<file path="src/rtl/flc_pkg.sv">
`timescale 1ns / 1ps

package flc_pkg;

    localparam int ID_W      = 23;
    localparam int BYTES_W   = 11;
    localparam int SEG_W     = 6;
    localparam int OVF_W     = 10;
    localparam int WAY_OUT_W = 2;
    localparam int WAY_IDX_W = 4;
    localparam int STAMP_W   = 32;

    typedef struct packed {
        logic                 hit;
        logic [WAY_IDX_W-1:0] way;
    } t_way_sel;

endpackage

</file>
<file path="src/rtl/flc_way_sel.sv">
`timescale 1ns / 1ps

module flc_way_sel #(
    parameter int WAYS  = 4,
    parameter int TAG_W = 17
) (
    input  logic [WAYS-1:0]                           i_valid,
    input  logic [WAYS-1:0][TAG_W-1:0]                i_tag,
    input  logic [WAYS-1:0][flc_pkg::STAMP_W-1:0]     i_stamp,
    input  logic [TAG_W-1:0]                          i_lookup_tag,
    output flc_pkg::t_way_sel                         o_sel
);

    import flc_pkg::*;

    logic                 hit_found;
    logic                 inv_found;
    logic [WAY_IDX_W-1:0] hit_way;
    logic [WAY_IDX_W-1:0] inv_way;
    logic [WAY_IDX_W-1:0] lru_way;
    logic [STAMP_W-1:0]   best;

    always_comb begin
        hit_found = 1'b0;
        hit_way   = '0;
        inv_found = 1'b0;
        inv_way   = '0;
        for (int i = 0; i < WAYS; i++) begin
            if (!hit_found && i_valid[i] && (i_tag[i] == i_lookup_tag)) begin
                hit_found = 1'b1;
                hit_way   = WAY_IDX_W'(i);
            end
            if (!inv_found && !i_valid[i]) begin
                inv_found = 1'b1;
                inv_way   = WAY_IDX_W'(i);
            end
        end
        // strict compare keeps the lowest way on equal stamps
        best    = i_stamp[0];
        lru_way = '0;
        for (int i = 1; i < WAYS; i++) begin
            if (i_stamp[i] < best) begin
                best    = i_stamp[i];
                lru_way = WAY_IDX_W'(i);
            end
        end
        o_sel.hit = hit_found;
        if (hit_found) begin
            o_sel.way = hit_way;
        end else if (inv_found) begin
            o_sel.way = inv_way;
        end else begin
            o_sel.way = lru_way;
        end
    end

endmodule

</file>
<file path="config.mk">
export PLATFORM = sky130hd
export DESIGN_NAME = flc_way_sel
export DESIGN_NICKNAME = d
export VERILOG_FILES = /design/src/rtl/flc_pkg.sv /design/src/rtl/flc_way_sel.sv
export SDC_FILE = /design/constraint.sdc
export NUM_CORES = 1
export LEC_CHECK = 0
export ABC_AREA = 1
export BUFFER_PORTS_ARGS = -buffer_cell sky130_fd_sc_hd__buf_2
export CORE_ASPECT_RATIO = 0.5
export CORE_MARGIN = 2
export CORE_UTILIZATION = 30
export DETAILED_ROUTE_END_ITERATION = 8
export PLACE_DENSITY = 0.55
export SETUP_SLACK_MARGIN = 0.1
export SLEW_MARGIN = 25
export SYNTH_ARGS = -nofsm -noshare
export SYNTH_HDL_FRONTEND = slang
export SYNTH_SLANG_ARGS = --single-unit
</file>
<file path="constraint.sdc">
create_clock -name vclk -period 8.9
set_input_delay 1.78 -clock vclk [all_inputs]
set_output_delay 1.78 -clock vclk [all_outputs]
set_load 0.005 [all_outputs]
</file>
==> flow_metrics.py <==
metrics = {
    "run_status": {
        "run_status": "finished, final reports clean",
    },
    "cells_and_area": {
        "design.seq.count": 0,
        "final_cell_area_um2": 5451,
        "fin_nets": 1254,
        "insertedDiodeCount": 0,
        "seq_area_um2": 0,
        "final_layout_size_suffix_gt1_share_pct": 26.65,
        "area_growth_syn_to_layout_pct": 34.68,
        "clkbuf_count": 0,
    },
    "floorplan": {
        "start_util_pct": 31.33,
        "fp.coreArea_um2": 12920,
        "floorplan.rows": 29,
        "ios": 222,
        "die-width_um": 168.3,
        "die_area_um2": 14490,
        "die_h_um": 86.14,
    },
    "power": {
        "clock_power_share_pct": 0,
        "p_sw_uw": 211.5,
        "power.internal_uw": 154.5,
        "total_leakage_power_nw": 3.231,
        "pwr-share-comb_pct": 100.0,
        "power_per_cell_area_nw_per_um2": 67.14,
        "proportion_of_power_drawn_by_flip_flops_and_latches_pct": 0,
        "power_switching_share_pct": 57.78,
        "max-vdd-ir-drop_mv": 0.02042,
    },
    "route": {
        "drt-vias-per-instance": 4.701,
        "wl_per_cell_um": 13.21,
        "route.final.wire_length_um": 14690,
        "route.detailed.drc": 0,
        "total_via_count_in_the_routed_design": 5227,
        "drtPass1Iterations": 5,
        "detail_route.iter0.violations": 233,
        "drt.antenna.violating_nets": 0,
    },
    "grt": {
        "grt_pass1_wl_um": 23050,
        "maximum_number_of_pins_on_one_net_before_global_route_repair": 38,
        "globalRouteOverflowTotal": 0,
        "grt_pass1_vias": 5009,
        "initial_antenna_violation_count": 1,
        "global_route.usage.total_pct": 19.21,
    },
    "hold_path": {
        "timing.hold.worst.class": "in2out",
    },
    "critical_path": {
        "critical_path_arrival_ps": 6540,
        "crit_path_frequent_cell": "sky130_fd_sc_hd__nand2_1",
        "worstPathRequired_ps": 7120,
        "critical_path.n_buffers_inverters": 4,
        "critPathMaxFanout": 28,
        "critPathTopFamily": "compound AO/OA/AOI/OAI gates",
        "critPathMaxStageDelay_ps": 300,
        "crit_slowest_cell": "sky130_fd_sc_hd__ha_1",
        "critical_path.endpoint_type": "primary output",
        "worstSetupPathType": "in2out",
        "startpoint_type": "primary input",
    },
    "yosys": {
        "number_of_different_library_cells_in_the_post_synthesis_netlist": 32,
        "syn-cell-area_um2": 4048,
        "synth.yosys.warnings": 0,
        "synthCells": 728,
        "post_synthesis_mean_instance_area_um2": 5.560,
        "synth.yosys.seq_area_share_pct": 0,
    },
    "timing": {
        "max_freq_ghz": 0.1203,
        "setup_viol": 0,
        "final_min_period_over_clock_period_pct": 93.43,
        "final_hold_viol_count": 0,
        "worst_slew_pin_slew_ps": 604.4,
        "min_clock_period_post_route_ps": 8315,
        "finalWorstSetupSlack_ps": 584.7,
        "max_slew_margin_pct": 58.66,
        "setup_repair_after_global_routing_missed_its_margin": "false",
        "final-max-slew-violation-count": 0,
        "totalNegativeSetupSlack_ps": 0,
    },
    "job": {
        "max_cap_viol_count": 0,
    },
    "cts": {
        "cts.hold.buffers_added": 0,
    },
    "place": {
        "pre_cts_ws_ps": 134.4,
        "dp.final_hpwl_um": 13200,
        "numPortBuffers": 220,
        "postPlaceCellArea_um2": 5321,
        "gp_congestion": 0.8887,
    },
}
-- worst min-delay path, delay by kind of cell --
kind / cells / cell delay, ps
buffers and inverters: 2 / 210
and+or+nand+nor: 4 / 210
-- power groups by stage --
stage / Sequential, mW / Combinational, mW / Clock (mW)
after detailed placement: 0 / 0.350 / 0
final: 0 / 0.366 / 0
after global routing: 0 / 0.426 / 0
after floorplan: 0 / 0.226 / 0
after CTS: 0 / 0.351 / 0
after global placement: 0 / 0.346 / 0
-- synthesized netlist by cell type --
library cell	instances	area [µm²]
sky130_fd_sc_hd__nand2b_1	1	6.260
sky130_fd_sc_hd__a21oi_1	41	205.2
sky130_fd_sc_hd__nand2_4	2	22.52
sky130_fd_sc_hd__o21ai_0	69	345.3
sky130_fd_sc_hd__a211oi_1	8	60.06
sky130_fd_sc_hd__o2111ai_1	4	35.03
sky130_fd_sc_hd__nor4_1	8	50.05
sky130_fd_sc_hd__o211ai_1	1	7.510
sky130_fd_sc_hd__clkbuf_1	13	48.80
sky130_fd_sc_hd__inv_1	131	491.7
sky130_fd_sc_hd__nand2_1	185	694.4
sky130_fd_sc_hd__o21ai_1	3	15.01
sky130_fd_sc_hd__a21o_1	1	7.510
sky130_fd_sc_hd__or3_1	1	6.260
sky130_fd_sc_hd__nand3_1	14	70.07
sky130_fd_sc_hd__nor4b_1	1	8.760
sky130_fd_sc_hd__nand3b_1	1	7.510
sky130_fd_sc_hd__o221a_2	1	11.26
sky130_fd_sc_hd__nor3_1	12	60.06
sky130_fd_sc_hd__nand4_1	21	131.4
sky130_fd_sc_hd__ha_1	93	1164
sky130_fd_sc_hd__or2_2	9	56.30
sky130_fd_sc_hd__a21oi_4	1	16.27
sky130_fd_sc_hd__o221ai_1	2	17.52
sky130_fd_sc_hd__nor3_2	1	10.01
sky130_fd_sc_hd__buf_4	3	22.52
sky130_fd_sc_hd__a2111oi_0	3	26.28
sky130_fd_sc_hd__nor2_1	79	296.5
sky130_fd_sc_hd__nand2_2	3	18.77
sky130_fd_sc_hd__xnor2_1	5	43.79
sky130_fd_sc_hd__conb_1	1	3.750
sky130_fd_sc_hd__xor2_1	10	87.58
-- stage by stage --
stage	hold WS [ps]	total power, mW	utilization (%)	cells
global placement	3981	0.3464	41.20	1105
finish	3975	0.3660	42.20	1112
CTS	3983	0.3514	41.20	1105
detailed placement	3983	0.3495	41.20	1105
global route	4025	0.4265	42.20	1112
floorplan	3737	0.2255	-	729
-- final cells by class --
cell class | count | area [µm²]
fill | 1456 | 7466
multi-input combinational | 584 | 3568
timing repair buffer | 227 | 1179
inverter | 131 | 491.7
tap | 170 | 212.7
-- path summary, 6_finish.rpt --
path	startpoint	endpoint	slack, ps	depth (start not counted)
worst min-delay path	i_valid[0]	o_sel[0]	3970	6
worst max-delay path	i_stamp[19]	o_sel[0]	580	33
-- cell families (layout without fill, tap and decap cells) --
family / count (synthesis) / in the layout / share of synthesized area, %
XOR/XNOR: 15 / 15 / 3.246
other: 1 / 2 / 0.09265
AO/OA/AOI/OAI: 134 / 134 / 18.45
adder cells (fa/ha/maj): 93 / 93 / 28.75
buffers and inverters: 147 / 358 / 13.91
AND/OR/NAND/NOR: 338 / 340 / 35.55
-- layout by cell type (no fill, tap or decap), types with 3 or more instances in the layout --
master                        n
sky130_fd_sc_hd__nand2_4      4
sky130_fd_sc_hd__a211oi_1     7
sky130_fd_sc_hd__xnor2_1      5
sky130_fd_sc_hd__nand4_1     21
sky130_fd_sc_hd__nor3_1      11
sky130_fd_sc_hd__buf_2      220
sky130_fd_sc_hd__inv_1      131
sky130_fd_sc_hd__nand3_1     14
sky130_fd_sc_hd__or2_2        9
sky130_fd_sc_hd__buf_4        5
sky130_fd_sc_hd__a2111oi_0    3
sky130_fd_sc_hd__nor2_1      78
sky130_fd_sc_hd__nor4_1       7
sky130_fd_sc_hd__o2111ai_1    4
sky130_fd_sc_hd__o21ai_1      7
sky130_fd_sc_hd__ha_1        93
sky130_fd_sc_hd__nand2_1    185
sky130_fd_sc_hd__xor2_1      10
sky130_fd_sc_hd__o21ai_0     65
sky130_fd_sc_hd__a21oi_1     40
-- timing repair --
action                                  CTS  global route
endpoints found under the setup margin    0             2
resized for setup                         0            17
buffers inserted                          0             5
-- routing by layer --
| layer | wire, µm | vias up | track usage [%] | part of all wire [%] |
|---|---|---|---|---|
| met1 | 6880 | 2268 | 24.77 | 47 |
| met3 | 739 | 10 | 2.077 | 5.0 |
| met5 | 13 | - | 0 | 0.088 |
| met2 | 6974 | 130 | 36.21 | 47 |
| met4 | 86 | 2 | 1.254 | 0.59 |
| li1 | - | 2817 | - | - |
Power figures use the tool's default switching activity.
